`src/utf8m_pkg.sv`:
```
`timescale 1ns / 1ps
// ----------------------------------------------------------------------------
// utf8m_pkg
// Shared types, constants and lookup functions of the UTF-8 RTL majority
// detector: length offsets, the right-to-left range list, stage words.
// ----------------------------------------------------------------------------
package utf8m_pkg;

	localparam int COUNT_BITS  = 16;
	localparam int OUT_BITS    = 16;
	localparam int RANGE_COUNT = 66;

	localparam logic [2:0] LEN_MAX = 3'd6;

	localparam logic [7:0] CONT_MASK = 8'hC0;
	localparam logic [7:0] CONT_TAG  = 8'h80;

	typedef struct packed {
		logic [31:0] lo;
		logic [31:0] hi;
	} rng_t;

	localparam rng_t RTL_RANGES [RANGE_COUNT] = '{
		'{32'h000005BE, 32'h000005BE}, '{32'h000005C0, 32'h000005C0},
		'{32'h000005C3, 32'h000005C3}, '{32'h000005C6, 32'h000005C6},
		'{32'h000005D0, 32'h000005EA}, '{32'h000005F0, 32'h000005F4},
		'{32'h00000608, 32'h00000608}, '{32'h0000060B, 32'h0000060B},
		'{32'h0000060D, 32'h0000060D}, '{32'h0000061B, 32'h0000061B},
		'{32'h0000061E, 32'h0000064A}, '{32'h0000066D, 32'h0000066F},
		'{32'h00000671, 32'h000006D5}, '{32'h000006E5, 32'h000006E6},
		'{32'h000006EE, 32'h000006EF}, '{32'h000006FA, 32'h0000070D},
		'{32'h00000710, 32'h00000710}, '{32'h00000712, 32'h0000072F},
		'{32'h0000074D, 32'h000007A5}, '{32'h000007B1, 32'h000007B1},
		'{32'h000007C0, 32'h000007EA}, '{32'h000007F4, 32'h000007F5},
		'{32'h000007FA, 32'h000007FA}, '{32'h00000800, 32'h00000815},
		'{32'h0000081A, 32'h0000081A}, '{32'h00000824, 32'h00000824},
		'{32'h00000828, 32'h00000828}, '{32'h00000830, 32'h0000083E},
		'{32'h00000840, 32'h00000858}, '{32'h0000085E, 32'h0000085E},
		'{32'h0000200F, 32'h0000200F}, '{32'h0000FB1D, 32'h0000FB1D},
		'{32'h0000FB1F, 32'h0000FB28}, '{32'h0000FB2A, 32'h0000FB36},
		'{32'h0000FB38, 32'h0000FB3C}, '{32'h0000FB3E, 32'h0000FB3E},
		'{32'h0000FB40, 32'h0000FB41}, '{32'h0000FB43, 32'h0000FB44},
		'{32'h0000FB46, 32'h0000FBC1}, '{32'h0000FBD3, 32'h0000FD3D},
		'{32'h0000FD50, 32'h0000FD8F}, '{32'h0000FD92, 32'h0000FDC7},
		'{32'h0000FDF0, 32'h0000FDFC}, '{32'h0000FE70, 32'h0000FE74},
		'{32'h0000FE76, 32'h0000FEFC}, '{32'h00010800, 32'h00010805},
		'{32'h00010808, 32'h00010808}, '{32'h0001080A, 32'h00010835},
		'{32'h00010837, 32'h00010838}, '{32'h0001083C, 32'h0001083C},
		'{32'h0001083F, 32'h00010855}, '{32'h00010857, 32'h0001085F},
		'{32'h00010900, 32'h0001091B}, '{32'h00010920, 32'h00010939},
		'{32'h0001093F, 32'h0001093F}, '{32'h00010A00, 32'h00010A00},
		'{32'h00010A10, 32'h00010A13}, '{32'h00010A15, 32'h00010A17},
		'{32'h00010A19, 32'h00010A33}, '{32'h00010A40, 32'h00010A47},
		'{32'h00010A50, 32'h00010A58}, '{32'h00010A60, 32'h00010A7F},
		'{32'h00010B00, 32'h00010B35}, '{32'h00010B40, 32'h00010B55},
		'{32'h00010B58, 32'h00010B72}, '{32'h00010B78, 32'h00010B7F}
	};

	// decoder -> classifier word
	typedef struct packed {
		logic [31:0] cp_a;
		logic        ok_a;
		logic [31:0] cp_b;
		logic        ok_b;
		logic        last;
	} dec_t;

	// classifier -> tally word
	typedef struct packed {
		logic ok_a;
		logic rtl_a;
		logic ok_b;
		logic rtl_b;
		logic last;
	} cls_t;

	function automatic logic [31:0] len_offset(input logic [2:0] len);
		logic [31:0] off;
		unique case (len)
			3'd2:    off = 32'h00003080;
			3'd3:    off = 32'h000E2080;
			3'd4:    off = 32'h03C82080;
			3'd5:    off = 32'hFA082080;
			3'd6:    off = 32'h82082080;
			default: off = 32'h00000000;
		endcase
		return off;
	endfunction

	function automatic logic in_rtl(input logic [31:0] cp);
		logic hit;
		hit = 1'b0;
		for (int k = 0; k < RANGE_COUNT; k++) begin
			if (cp >= RTL_RANGES[k].lo && cp <= RTL_RANGES[k].hi)
				hit = 1'b1;
		end
		return hit;
	endfunction

endpackage

```
`src/utf8m_decode.sv`:
```
`timescale 1ns / 1ps
// ----------------------------------------------------------------------------
// utf8m_decode
// Input register and code point assembly. Emits up to two finished code
// points per word: the one closed by this byte and, on last, the final one.
// ----------------------------------------------------------------------------
module utf8m_decode
	import utf8m_pkg::*;
(
	input  logic       clk,
	input  logic       arst_n,
	input  logic [7:0] data_byte,
	input  logic       last,
	input  logic       byte_valid,
	output logic       byte_stall,
	input  logic       dec_ready,
	output logic       dec_valid,
	output dec_t       dec_word
);

	logic        valid_s1;
	logic [7:0]  byte_s1;
	logic        last_s1;
	logic        ready_s1;
	logic        fire_s1;

	logic [31:0] acc_q;
	logic [2:0]  len_q;
	logic        pend_q;
	logic        stop_q;

	logic [31:0] acc_n;
	logic [2:0]  len_n;
	logic        pend_n;
	logic        stop_n;

	logic [31:0] off_a;
	logic [31:0] cp_a;
	logic [31:0] cp_b;
	logic        cont;
	logic        fin_a;
	logic        zero_a;
	logic        stop_mid;
	logic        fin_b;

	assign ready_s1   = !valid_s1 || dec_ready;
	assign byte_stall = !ready_s1;
	assign fire_s1    = valid_s1 && dec_ready;

	always_ff @(posedge clk or negedge arst_n) begin
		if (!arst_n) begin
			valid_s1 <= 1'b0;
		end else if (ready_s1) begin
			valid_s1 <= byte_valid;
		end
	end

	always_ff @(posedge clk) begin
		if (ready_s1 && byte_valid) begin
			byte_s1 <= data_byte;
			last_s1 <= last;
		end
	end

	always_comb begin
		off_a    = len_offset(len_q);
		cp_a     = acc_q - off_a;
		zero_a   = (acc_q == off_a);
		cont     = pend_q && ((byte_s1 & CONT_MASK) == CONT_TAG);
		fin_a    = !stop_q && pend_q && !cont;
		stop_mid = stop_q || (fin_a && zero_a);

		acc_n  = acc_q;
		len_n  = len_q;
		pend_n = pend_q;
		stop_n = stop_q;
		if (!stop_q && cont) begin
			acc_n = {acc_q[25:0], 6'b0} + {24'b0, byte_s1};
			if (len_q < LEN_MAX)
				len_n = len_q + 3'd1;
		end else begin
			if (fin_a)
				pend_n = 1'b0;
			if (fin_a && zero_a)
				stop_n = 1'b1;
			if (!stop_mid) begin
				if (byte_s1 == 8'h00) begin
					stop_n = 1'b1;
				end else begin
					acc_n  = {24'b0, byte_s1};
					len_n  = 3'd1;
					pend_n = 1'b1;
				end
			end
		end

		fin_b = last_s1 && pend_n && !stop_n;
		cp_b  = acc_n - len_offset(len_n);
	end

	always_ff @(posedge clk or negedge arst_n) begin
		if (!arst_n) begin
			acc_q  <= '0;
			len_q  <= '0;
			pend_q <= 1'b0;
			stop_q <= 1'b0;
		end else if (fire_s1) begin
			if (last_s1) begin
				acc_q  <= '0;
				len_q  <= '0;
				pend_q <= 1'b0;
				stop_q <= 1'b0;
			end else begin
				acc_q  <= acc_n;
				len_q  <= len_n;
				pend_q <= pend_n;
				stop_q <= stop_n;
			end
		end
	end

	always_ff @(posedge clk or negedge arst_n) begin
		if (!arst_n) begin
			dec_valid <= 1'b0;
		end else if (dec_ready) begin
			dec_valid <= valid_s1;
		end
	end

	always_ff @(posedge clk) begin
		if (fire_s1) begin
			dec_word.cp_a <= cp_a;
			dec_word.ok_a <= fin_a && !zero_a;
			dec_word.cp_b <= cp_b;
			dec_word.ok_b <= fin_b && (cp_b != 32'h0);
			dec_word.last <= last_s1;
		end
	end

endmodule

```
`src/utf8m_classify.sv`:
```
`timescale 1ns / 1ps
// ----------------------------------------------------------------------------
// utf8m_classify
// Range match of both code point slots against the right-to-left list.
// ----------------------------------------------------------------------------
module utf8m_classify
	import utf8m_pkg::*;
(
	input  logic clk,
	input  logic arst_n,
	input  logic dec_valid,
	input  dec_t dec_word,
	output logic dec_ready,
	input  logic cls_ready,
	output logic cls_valid,
	output cls_t cls_word
);

	assign dec_ready = !dec_valid || cls_ready;

	always_ff @(posedge clk or negedge arst_n) begin
		if (!arst_n) begin
			cls_valid <= 1'b0;
		end else if (cls_ready) begin
			cls_valid <= dec_valid;
		end
	end

	always_ff @(posedge clk) begin
		if (dec_valid && cls_ready) begin
			cls_word.ok_a  <= dec_word.ok_a;
			cls_word.rtl_a <= in_rtl(dec_word.cp_a);
			cls_word.ok_b  <= dec_word.ok_b;
			cls_word.rtl_b <= in_rtl(dec_word.cp_b);
			cls_word.last  <= dec_word.last;
		end
	end

endmodule

```
`src/utf8m_tally.sv`:
```
`timescale 1ns / 1ps
// ----------------------------------------------------------------------------
// utf8m_tally
// Saturating character and right-to-left counters, and the result register
// loaded at the end of each string.
// ----------------------------------------------------------------------------
module utf8m_tally
	import utf8m_pkg::*;
(
	input  logic                clk,
	input  logic                arst_n,
	input  logic                cls_valid,
	input  cls_t                cls_word,
	output logic                cls_ready,
	output logic                rtl_majority,
	output logic [OUT_BITS-1:0] rtl_count,
	output logic [OUT_BITS-1:0] char_count,
	output logic                result_valid,
	input  logic                result_stall
);

	localparam logic [COUNT_BITS:0] CNT_MAX = {1'b0, {COUNT_BITS{1'b1}}};

	logic [COUNT_BITS-1:0] char_q;
	logic [COUNT_BITS-1:0] rtl_q;
	logic [COUNT_BITS-1:0] char_n;
	logic [COUNT_BITS-1:0] rtl_n;
	logic [1:0]            inc_c;
	logic [1:0]            inc_r;
	logic [COUNT_BITS:0]   sum_c;
	logic [COUNT_BITS:0]   sum_r;
	logic                  fire;

	assign cls_ready = !cls_valid || !cls_word.last || !result_valid || !result_stall;
	assign fire      = cls_valid && cls_ready;

	always_comb begin
		inc_c = {1'b0, cls_word.ok_a} + {1'b0, cls_word.ok_b};
		inc_r = {1'b0, cls_word.ok_a && cls_word.rtl_a}
		      + {1'b0, cls_word.ok_b && cls_word.rtl_b};
		sum_c = {1'b0, char_q} + (COUNT_BITS + 1)'(inc_c);
		sum_r = {1'b0, rtl_q} + (COUNT_BITS + 1)'(inc_r);
		char_n = (sum_c > CNT_MAX) ? CNT_MAX[COUNT_BITS-1:0] : sum_c[COUNT_BITS-1:0];
		rtl_n  = (sum_r > CNT_MAX) ? CNT_MAX[COUNT_BITS-1:0] : sum_r[COUNT_BITS-1:0];
	end

	always_ff @(posedge clk or negedge arst_n) begin
		if (!arst_n) begin
			char_q <= '0;
			rtl_q  <= '0;
		end else if (fire) begin
			if (cls_word.last) begin
				char_q <= '0;
				rtl_q  <= '0;
			end else begin
				char_q <= char_n;
				rtl_q  <= rtl_n;
			end
		end
	end

	always_ff @(posedge clk or negedge arst_n) begin
		if (!arst_n) begin
			result_valid <= 1'b0;
		end else if (fire && cls_word.last) begin
			result_valid <= 1'b1;
		end else if (!result_stall) begin
			result_valid <= 1'b0;
		end
	end

	always_ff @(posedge clk) begin
		if (fire && cls_word.last) begin
			rtl_majority <= (rtl_n > (char_n >> 1));
			rtl_count    <= OUT_BITS'(rtl_n);
			char_count   <= OUT_BITS'(char_n);
		end
	end

endmodule

```
`src/utf8_rtl_majority_detector.sv`:
```
`timescale 1ns / 1ps
// ----------------------------------------------------------------------------
// utf8_rtl_majority_detector
// Counts code points of a UTF-8 byte stream and flags right-to-left majority.
// Path to the result: input, decoder and classifier registers, then result.
// Throughput: one byte per cycle; stalls only while a result is held back.
// Reset: arst_n clears all valid bits, decoder state and counters at once.
// ----------------------------------------------------------------------------
module utf8_rtl_majority_detector
	import utf8m_pkg::*;
(
	input  logic                clk,
	input  logic                arst_n,
	input  logic [7:0]          data_byte,
	input  logic                last,
	input  logic                byte_valid,
	output logic                byte_stall,
	output logic                rtl_majority,
	output logic [OUT_BITS-1:0] rtl_count,
	output logic [OUT_BITS-1:0] char_count,
	output logic                result_valid,
	input  logic                result_stall
);

	logic dec_valid;
	logic dec_ready;
	dec_t dec_word;
	logic cls_valid;
	logic cls_ready;
	cls_t cls_word;

	utf8m_decode u_decode (
		.clk        (clk),
		.arst_n     (arst_n),
		.data_byte  (data_byte),
		.last       (last),
		.byte_valid (byte_valid),
		.byte_stall (byte_stall),
		.dec_ready  (dec_ready),
		.dec_valid  (dec_valid),
		.dec_word   (dec_word)
	);

	utf8m_classify u_classify (
		.clk       (clk),
		.arst_n    (arst_n),
		.dec_valid (dec_valid),
		.dec_word  (dec_word),
		.dec_ready (dec_ready),
		.cls_ready (cls_ready),
		.cls_valid (cls_valid),
		.cls_word  (cls_word)
	);

	utf8m_tally u_tally (
		.clk          (clk),
		.arst_n       (arst_n),
		.cls_valid    (cls_valid),
		.cls_word     (cls_word),
		.cls_ready    (cls_ready),
		.rtl_majority (rtl_majority),
		.rtl_count    (rtl_count),
		.char_count   (char_count),
		.result_valid (result_valid),
		.result_stall (result_stall)
	);

endmodule

```
`config.mk`:
```
export PLATFORM = sky130hd
export DESIGN_NAME = utf8_rtl_majority_detector
export DESIGN_NICKNAME = d
export VERILOG_FILES = /design/src/utf8m_pkg.sv /design/src/utf8m_decode.sv /design/src/utf8m_classify.sv /design/src/utf8m_tally.sv /design/src/utf8_rtl_majority_detector.sv
export SDC_FILE = /design/constraint.sdc
export NUM_CORES = 1
export LEC_CHECK = 0
export ABC_AREA = 0
export BUFFER_PORTS_ARGS = -buffer_cell sky130_fd_sc_hd__clkbuf_2
export CAP_MARGIN = 10
export CORE_ASPECT_RATIO = 1.4
export CORE_MARGIN = 2
export CORE_UTILIZATION = 50
export CTS_BUF_LIST = sky130_fd_sc_hd__clkbuf_2 sky130_fd_sc_hd__clkbuf_4 sky130_fd_sc_hd__clkbuf_8
export DETAILED_ROUTE_END_ITERATION = 7
export PLACE_DENSITY = 0.7
export SLEW_MARGIN = 5
export SYNTH_ARGS = -nofsm -noshare
export SYNTH_HDL_FRONTEND = slang
export SYNTH_HIERARCHICAL = 1
export SYNTH_SLANG_ARGS = --single-unit
```
`constraint.sdc`:
```
create_clock -name clk -period 6.6 [get_ports clk]
set_clock_uncertainty 0.1 [all_clocks]
set_input_delay 0.66 -clock clk [delete_from_list [all_inputs] [get_ports clk]]
set_output_delay 0.66 -clock clk [all_outputs]
set_load 0.02 [all_outputs]
```
==> metrics, run 1 <==
Tmin final 6191 ps; DIE WIDTH between 150 and 200 um; Worst-path clk slew approximately 110 ps; synth warn 6; worst reg2reg endpoint u_decode/dec_word[1]$_DFFE_PP_; Routed WL roughly 59000 um; sum of negative setup slack 0 ps; Logic pwr share 0.291; outcome finished, final reports clean; Critical Path Start Type flop; number of port buffers 47; switching power about 1.2 mW; die area between 30000 and 40000 um2; Seq. cell area between 5000 and 6000 um2; worst hold path type input port to asynchronous set/reset pin; leakage 6.302 nW; Avg Vias per Cell 7.008; total chip power around 3.2 mW; peak supply drop around 210 uV; post-synthesis cell count around 1900; CP max FO 6; sequential fraction of the synthesis area 0.3329; clk sinks approximately 190; Hold WS approximately 190 ps; Std-Cell Rows between 70 and 80; DR pass1 iterations 5; worst reg-to-reg setup slack a little over 400 ps; Worst R2R Start u_decode/len_q[0]$_DFFE_PN0P_; CP Class flop to flop; Area Growth Syn to Fin 6.045%; Worst setup EP type flop; Net Count, Synth between 1500 and 2000; Post-synth EDFFs approximately 110; initial antenna violation count 1; vias in the first global route around 15000; drt wl/cell roughly 26 um; Pwr Density ~190 nW/um2; maxcap violations 0; CTS H-tree depth 4; worst slew pin tran 1124 ps; fill cell count approximately 2900; chip height ~210 um; layout cells sized above 1 0.1105; critical path capture point u_decode/dec_word[1]$_DFFE_PP_; gr usage total 0.3547; largest net degree at the start of global routing 74; fmax roughly 0.16 GHz; final hold violation count 0; final core occ 0.5412; Worst R2R Path Depth 25; initial core utilization 0.5103; final setup violating endpoints 0; period utilization 0.9380; register bit total from synthesis 187; crit path from u_decode/len_q[0]$_DFFE_PN0P_; global route overflow 0; ANT nets after route 0; Synth Flop Type edfxtp_1; Post-synth ARST share 0.3904; first-pass GRT wire length 90820 um; io pins 48; GPL Wtd Cong 1.014; Switching Share 0.3847; Root Driver clkbuf_8; Post-Syn Area roughly 16000 um2; synthesized area per cell about 8.4 um2; hold-fix buffers at CTS 0; worst path arrival time around 6400 ps; Distinct cells, synth 111; Reg power frac 0.463; max-slew violations 0; post-DP HPWL approximately 44000 um; DRC viols 0; total CTS buffers 17; Core ar. between 30000 and 40000 um2; clock network power share 0.246; nets 1932; TritonCTS clock tree done; clk_lat worst skew between 500 and 600 ps; Req. time, crit path approximately 6800 ps; CTS Buffer Depth 2; Multi-input gate area 9632 um2; Max-slew headroom 0.2456; Vias around 16000; DR iter-0 viols 1672; cell-internal power between 1.5 and 2 mW
## how the worst min path moves through the flow
stage                              startpoint                          endpoint  slack (ps)  cells past startpoint
3_3_place_gp   u_decode/dec_word[0]$_DFFE_PP_  u_classify/cls_word[0]$_DFFE_PP_         320                      0
3_5_place_dp   u_decode/dec_word[0]$_DFFE_PP_  u_classify/cls_word[0]$_DFFE_PP_         320                      0
5_1_grt                                  last        u_decode/last_s1$_DFFE_PP_         190                      1
4_1_cts                                  last        u_decode/last_s1$_DFFE_PP_         180                      1
6_report                               arst_n      u_tally/rtl_q[8]$_DFFE_PN0P_         190                      1
2_1_floorplan                          arst_n  u_classify/cls_valid$_DFFE_PN0P_         260                      0
## layout make-up
cell class | count | area share
multi-input cells | 1482 | 0.5759
flip-flops and latches | 187 | 0.3139
repair buffers | 103 | 0.03935
well taps | 390 | 0.02918
inverters | 70 | 0.01571
clock buffers | 17 | 0.01399
clock inverters | 15 | 0.01182
diodes | 1 | 0.0001496
## sequential cells by signal, indices dropped and copies added, names as in the netlist
name	cells
u_decode/byte_s1	8
u_tally/char_q	16
u_decode/len_q	3
u_decode/pend_q	1
u_decode/last_s1	1
u_tally/rtl_q	16
u_decode/stop_q	1
u_tally/rtl_majority	1
u_classify/cls_word	5
u_decode/dec_valid	1
u_decode/dec_word	67
u_classify/cls_valid	1
u_decode/acc_q	32
u_decode/valid_s1	1
u_tally/char_count	16
u_tally/result_valid	1
u_tally/rtl_count	16
## cells by family after synthesis
group	share of synthesized area
simple gates	0.2787
flops	0.3329
buf+inv	0.05871
mux	0.01119
compound gates	0.2313
xor+xnor	0.03975
fa+ha+maj	0.04744
## repair_timing
item                       4_1_cts  5_1_grt
setup endpoints to repair        1        1
gates resized for setup          1        5
cloned                           0        0
pin swaps                        0        1
buffers inserted                 0        1
## synthesized netlist by cell type, drive strengths merged (8+ instances only)
| library cell | number | area (um2) |
|---|---|---|
| nand2b | 33 | 206.5 |
| ha | 55 | 688.2 |
| and3 | 12 | 76.33 |
| o21a | 10 | 75.07 |
| nand3 | 71 | 377.9 |
| o211ai | 22 | 170.2 |
| a32oi | 8 | 70.07 |
| mux2i | 13 | 142.6 |
| xor2 | 21 | 183.9 |
| or2 | 18 | 115.1 |
| o2111ai | 10 | 87.58 |
| o32ai | 10 | 87.58 |
| a211oi | 17 | 127.6 |
| a211o | 10 | 87.58 |
| a21o | 24 | 182.7 |
| clkbuf | 98 | 469.2 |
| and4 | 9 | 78.83 |
| or3 | 29 | 193.9 |
| a21oi | 89 | 449.2 |
| or4 | 21 | 176.4 |
| buf | 32 | 193.9 |
| nor4 | 52 | 382.9 |
| dfrtp | 73 | 1827 |
| a31oi | 33 | 212.7 |
| o21ai | 124 | 631.9 |
| nand4 | 49 | 342.8 |
| nor2 | 161 | 630.6 |
| nand2 | 196 | 743.2 |
| nor3 | 67 | 340.3 |
| and2 | 25 | 156.4 |
| o22ai | 15 | 93.84 |
| nor2b | 17 | 106.4 |
| a2111oi | 9 | 85.08 |
| nand4b | 9 | 78.83 |
| nor3b | 13 | 97.59 |
| a22o | 38 | 336.6 |
| edfxtp | 114 | 3423 |
| xnor2 | 48 | 420.4 |
| inv | 70 | 262.8 |
| o31ai | 16 | 120.1 |
| a21boi | 8 | 60.05 |
## placed cells by master, fill, tap and decap left out, drive strengths merged, types with 12 or more instances in the layout
master | netlist | routed
a211oi | 17 | 17
nor3b | 13 | 13
nand2 | 196 | 196
or4 | 21 | 21
xor2 | 21 | 21
ha | 55 | 55
and2 | 25 | 25
or2 | 18 | 18
or3 | 29 | 29
a22o | 38 | 38
a21oi | 89 | 89
nor2 | 161 | 161
xnor2 | 48 | 48
clkbuf | 98 | 63
nor3 | 67 | 67
o31ai | 16 | 16
nor2b | 17 | 17
inv | 70 | 75
buf | 32 | 57
o21ai | 124 | 124
nand2b | 33 | 33
and3 | 12 | 12
o211ai | 22 | 22
nor4 | 52 | 52
mux2i | 13 | 13
nand4 | 49 | 49
edfxtp | 114 | 114
dfrtp | 73 | 73
a21o | 24 | 24
a31oi | 33 | 33
nand3 | 71 | 71
o22ai | 15 | 15
## through the flow
step / std cells / setup slack (ps) / area [um2]
3_5_place_dp: 2231 / -4.884 / 16260
6_report: 2265 / 409.1 / 16720
4_1_cts: 2263 / 69.64 / 16700
2_1_floorplan: 1869 / 246.0 / 15770
5_1_grt: 2265 / -0.6115 / 16720
3_3_place_gp: 2231 / 196.0 / 16260
## layer usage
layer | GRT usage | wire length (um)
met2 | 0.5764 | 27850
met3 | 0.05517 | 4865
met1 | 0.4350 | 22060
met5 | 0 | 0
met4 | 0.2364 | 4470
## worst max-delay path, cell delays in order (launching register included)
cell and delay, ps:
dfrtp_1 420, inv_1 120, ha_1 250, o31ai_2 250
and2_1 190, nand2_1 80, ha_1 290, nor4bb_1 180
and4_1 250, and4b_1 280, nor2_4 70, o21ai_0 190
a32o_1 180, buf_4 150, mux2_2 180, ha_1 170
ha_1 180, o21ai_1 170, o41a_1 480, a211o_1 300
o21ai_4 230, mux2_2 380, a2111oi_2 400, o211ai_2 170
nor4_2 250, nor2_1 60
## power by group through the flow
stage	combinational [mW]	clock [mW]	sequential, mW
6_report	0.933	0.787	1.48
3_3_place_gp	0.897	0	1.50
4_1_cts	0.905	0.811	1.48
2_1_floorplan	0.645	0	1.46
5_1_grt	0.999	0.848	1.50
3_5_place_dp	0.899	0	1.51
Note: power is estimated with default switching activity, not from simulation.
==> run 2: changes to the inputs <==
- SYNTH_HIERARCHICAL: 1 -> default
==> run 2 against run 1 <==
Compared with the run above:
- non-clock buffer count is 8 lower
- wire length is 1.0% lower
- sequential power hardly changed
- first-iteration DRC count is 8.7% higher
- via count is 1.2% lower
- combinational power is 14% lower
- hold slack worse by 9.0 ps
==> metrics, run 2 <==
vias in the first global route 15077 (was 15327); Synth top cells by count 216 x nand2_1, 169 x nor2_1, 125 x a21oi_1 (was 195 x nand2_1, 158 x nor2_1, 119 x o21ai_0); Post-synth EDFFs 114 (unchanged); Req. time, crit path 6740 ps (was 6770 ps); nets 1900 (was 1932); DR pass1 iterations 6 (was 5); final worst slack 356.3 ps (was 409.1 ps); worst path arrival time 6380 ps (was 6360 ps); post-DP HPWL 42600 um (was 43720 um); total CTS buffers 17 (unchanged); initial core utilization 0.5102 (was 0.5103); final core occ 0.5490 (was 0.5412); maxcap violations 0 (unchanged); Distinct cells, synth 88 (was 111); post-synthesis cell count 1825 (was 1869); most numerous cell in the Yosys netlist nand2_1 (unchanged); period utilization 0.9460 (was 0.9380); clk_lat worst skew 490 ps (was 520 ps); fmax 0.1602 GHz (was 0.1615 GHz); Root Driver clkbuf_8 (unchanged); max-slew violations 0 (unchanged); synthesized area per cell 8.180 um2 (was 8.438 um2); Placed Cells incl. Taps 2189 (was 2231); max incr delay on CP 520 ps (was 480 ps); diodes inserted 0 (was 1); worst hold path type input port to asynchronous set/reset pin (unchanged); DRC viols 0 (unchanged); register bit total from synthesis 187 (unchanged); Synth Flop Type edfxtp_1 (unchanged); Post-Syn Area 14930 um2 (was 15770 um2); die area 31270 um2 (was 33000 um2); sum of negative setup slack 0 ps (unchanged); number of port buffers 47 (unchanged); chip height 208.4 um (was 214.1 um); final hold violation count 0 (unchanged); initial antenna violation count 0 (was 1); worst reg-to-reg setup slack 360 ps (was 410 ps); drt wl/cell 26.38 um (was 26.16 um); Routed WL 58650 um (was 59250 um); global route overflow 0 (unchanged); outcome finished, final reports clean (unchanged); CP Class flop to flop (unchanged); slowest cell on the critical path or4b_1 (was o41a_1); GPL Wtd Cong 1.024 (was 1.014); Setup WS pre-CTS 303.4 ps (was -4.884 ps); Worst-path clk slew 120 ps (was 110 ps); layout cells sized above 1 0.08899 (was 0.1105); peak supply drop 153.8 uV (was 209.9 uV); CTS Buffer Depth 2 (unchanged); top post-synthesis cells by area edfxtp_1 23%, dfrtp_1 12%, nand2_1 5.4% (was edfxtp_1 22%, dfrtp_1 12%, nand2_1 4.6%); Net Count, Synth 1895 (was 1940); Worst setup EP type flop (unchanged); Critical Path Start Type flop (unchanged); clk sinks 187 (unchanged); leakage 6.145 nW (was 6.302 nW); largest reg by FF count u_decode.dec_word (was u_decode/dec_word); DR iter-0 viols 1818 (was 1672); synth warn 0 (was 6); ANT nets after route 0 (unchanged); Std-Cell Rows 74 (was 76); TritonCTS clock tree done (unchanged); gr usage total 0.3745 (was 0.3547); first-pass GRT wire length 89440 um (was 90820 um); commonest non-fill, non-tap cell in the layout nand2_1 (unchanged); io pins 48 (unchanged); Avg Vias per Cell 7.053 (was 7.008); max reg flops 67 (unchanged); CTS H-tree depth 4 (unchanged); final setup violating endpoints 0 (unchanged); top flop regs u_decode.dec_word x67, u_decode.acc_q x32 (was u_decode/dec_word x67, u_decode/acc_q x32); top-area cell type share of the netlist area 0.2293 (was 0.2171); Tmin final 6244 ps (was 6191 ps); CP max FO 7 (was 6); worst slew pin tran 1094 ps (was 1124 ps); Hold WS 184.1 ps (was 193.1 ps); non-filler cells, final 2223 (was 2265); most used cell, CP ha_1 (unchanged); sequential fraction of the synthesis area 0.3517 (was 0.3329); Max-slew headroom 0.2648 (was 0.2456); Area Growth Syn to Fin 7.602% (was 6.045%); Core ar. 29260 um2 (was 30900 um2); most frequent cells in the layout 216 x nand2_1, 168 x nor2_1, 124 x a21oi_1 (was 195 x nand2_1, 157 x nor2_1, 118 x o21ai_0); Post-synth ARST share 0.3904 (unchanged); top cell type by total area after synthesis edfxtp_1 (unchanged); fill cell count 2854 (was 2870); DIE WIDTH 150.0 um (was 154.1 um); largest net degree at the start of global routing 74 (unchanged); Pwr Density 193.3 nW/um2 (was 191.5 nW/um2); Vias 15679 (was 15874)
run 2: changes by cell type in the layout (fill, tap and decap cells not counted), moves of 11 or more:
cell,before,now
o22ai_1,15,27
a21oi_1,87,124
and3_1,11,29
nor2_1,157,168
a31oi_1,32,47
o211ai_1,21,7
nand2_1,195,216
run 2: through the flow:
step | power, mW | instance area, um2
2_1_floorplan | 1.940 | 14930
6_report | 3.106 | 16060
3_3_place_gp | 2.241 | 15590
5_1_grt | 3.224 | 16060
3_5_place_dp | 2.241 | 15590
4_1_cts | 3.079 | 16020
run 2: per-layer routing:
layer | share of wire | global-route usage | vias up
met5 | 0 | 0 | -
met4 | 0.078 | 0.2394 | 0
met3 | 0.097 | 0.08070 | 299
met2 | 0.47 | 0.6051 | 1068
met1 | 0.36 | 0.4478 | 7403
li1 | - | - | 6909
run 2: what timing repair did:
item / 4_1_cts / 5_1_grt
hold buffers: 0 / 0
setup endpoints to repair: 0 / 1
buffers inserted: 0 / 2
gates resized for setup: 0 / 5
run 2: area by class of cell:
type	instances	area [um2]	area share
Timing Repair Buffer	95	610.6	0.03801
Inverter	62	232.7	0.01449
Clock buffer	17	234.0	0.01457
Sequential cell	187	5253	0.3270
Multi-Input combinational cell	1467	9060	0.5640
Tap cell	380	475.5	0.02960
Clock inverter	15	197.7	0.01231
run 2: logic make-up after synthesis:
| logic type | share of synthesized area |
|---|---|
| AND/OR/NAND/NOR | 0.2693 |
| AO/OA/AOI/OAI | 0.2354 |
| flip-flops | 0.3517 |
| buffers and inverters | 0.04409 |
| XOR/XNOR | 0.04342 |
| adder cells (fa/ha/maj) | 0.04928 |
| multiplexers | 0.006873 |
run 2: critical path, delay by kind of cell (launching register included):
kind,cells,cell delay [ps]
DFF,1,450
and+or+nand+nor,10,2140
AOI/OAI and AO/OA,8,1840
buffers and inverters,3,360
adders and majority gates,4,1010
xor gates and xnor gates,1,100
run 2: worst paths after layout:
path / startpoint / to / depth (start not counted)
min in group clk: last / u_decode.last_s1$_DFFE_PP_ / 1
worst max register to register: u_decode.len_q[0]$_DFFE_PN0P_ / u_decode.dec_word[1]$_DFFE_PP_ / 26
max in group asynchronous: arst_n / u_decode.len_q[0]$_DFFE_PN0P_ / 1
worst max-delay path: u_decode.len_q[0]$_DFFE_PN0P_ / u_decode.dec_word[1]$_DFFE_PP_ / 26
worst min-delay path: arst_n / u_decode.acc_q[28]$_DFFE_PN0P_ / 1
worst min register to register: u_decode.dec_word[34]$_DFFE_PP_ / u_classify.cls_word[4]$_DFFE_PP_ / 0
run 2: power by group:
group	internal [mW]	switching, mW
clock network	0.361	0.485
registers	1.34	0.110
logic	0.256	0.550
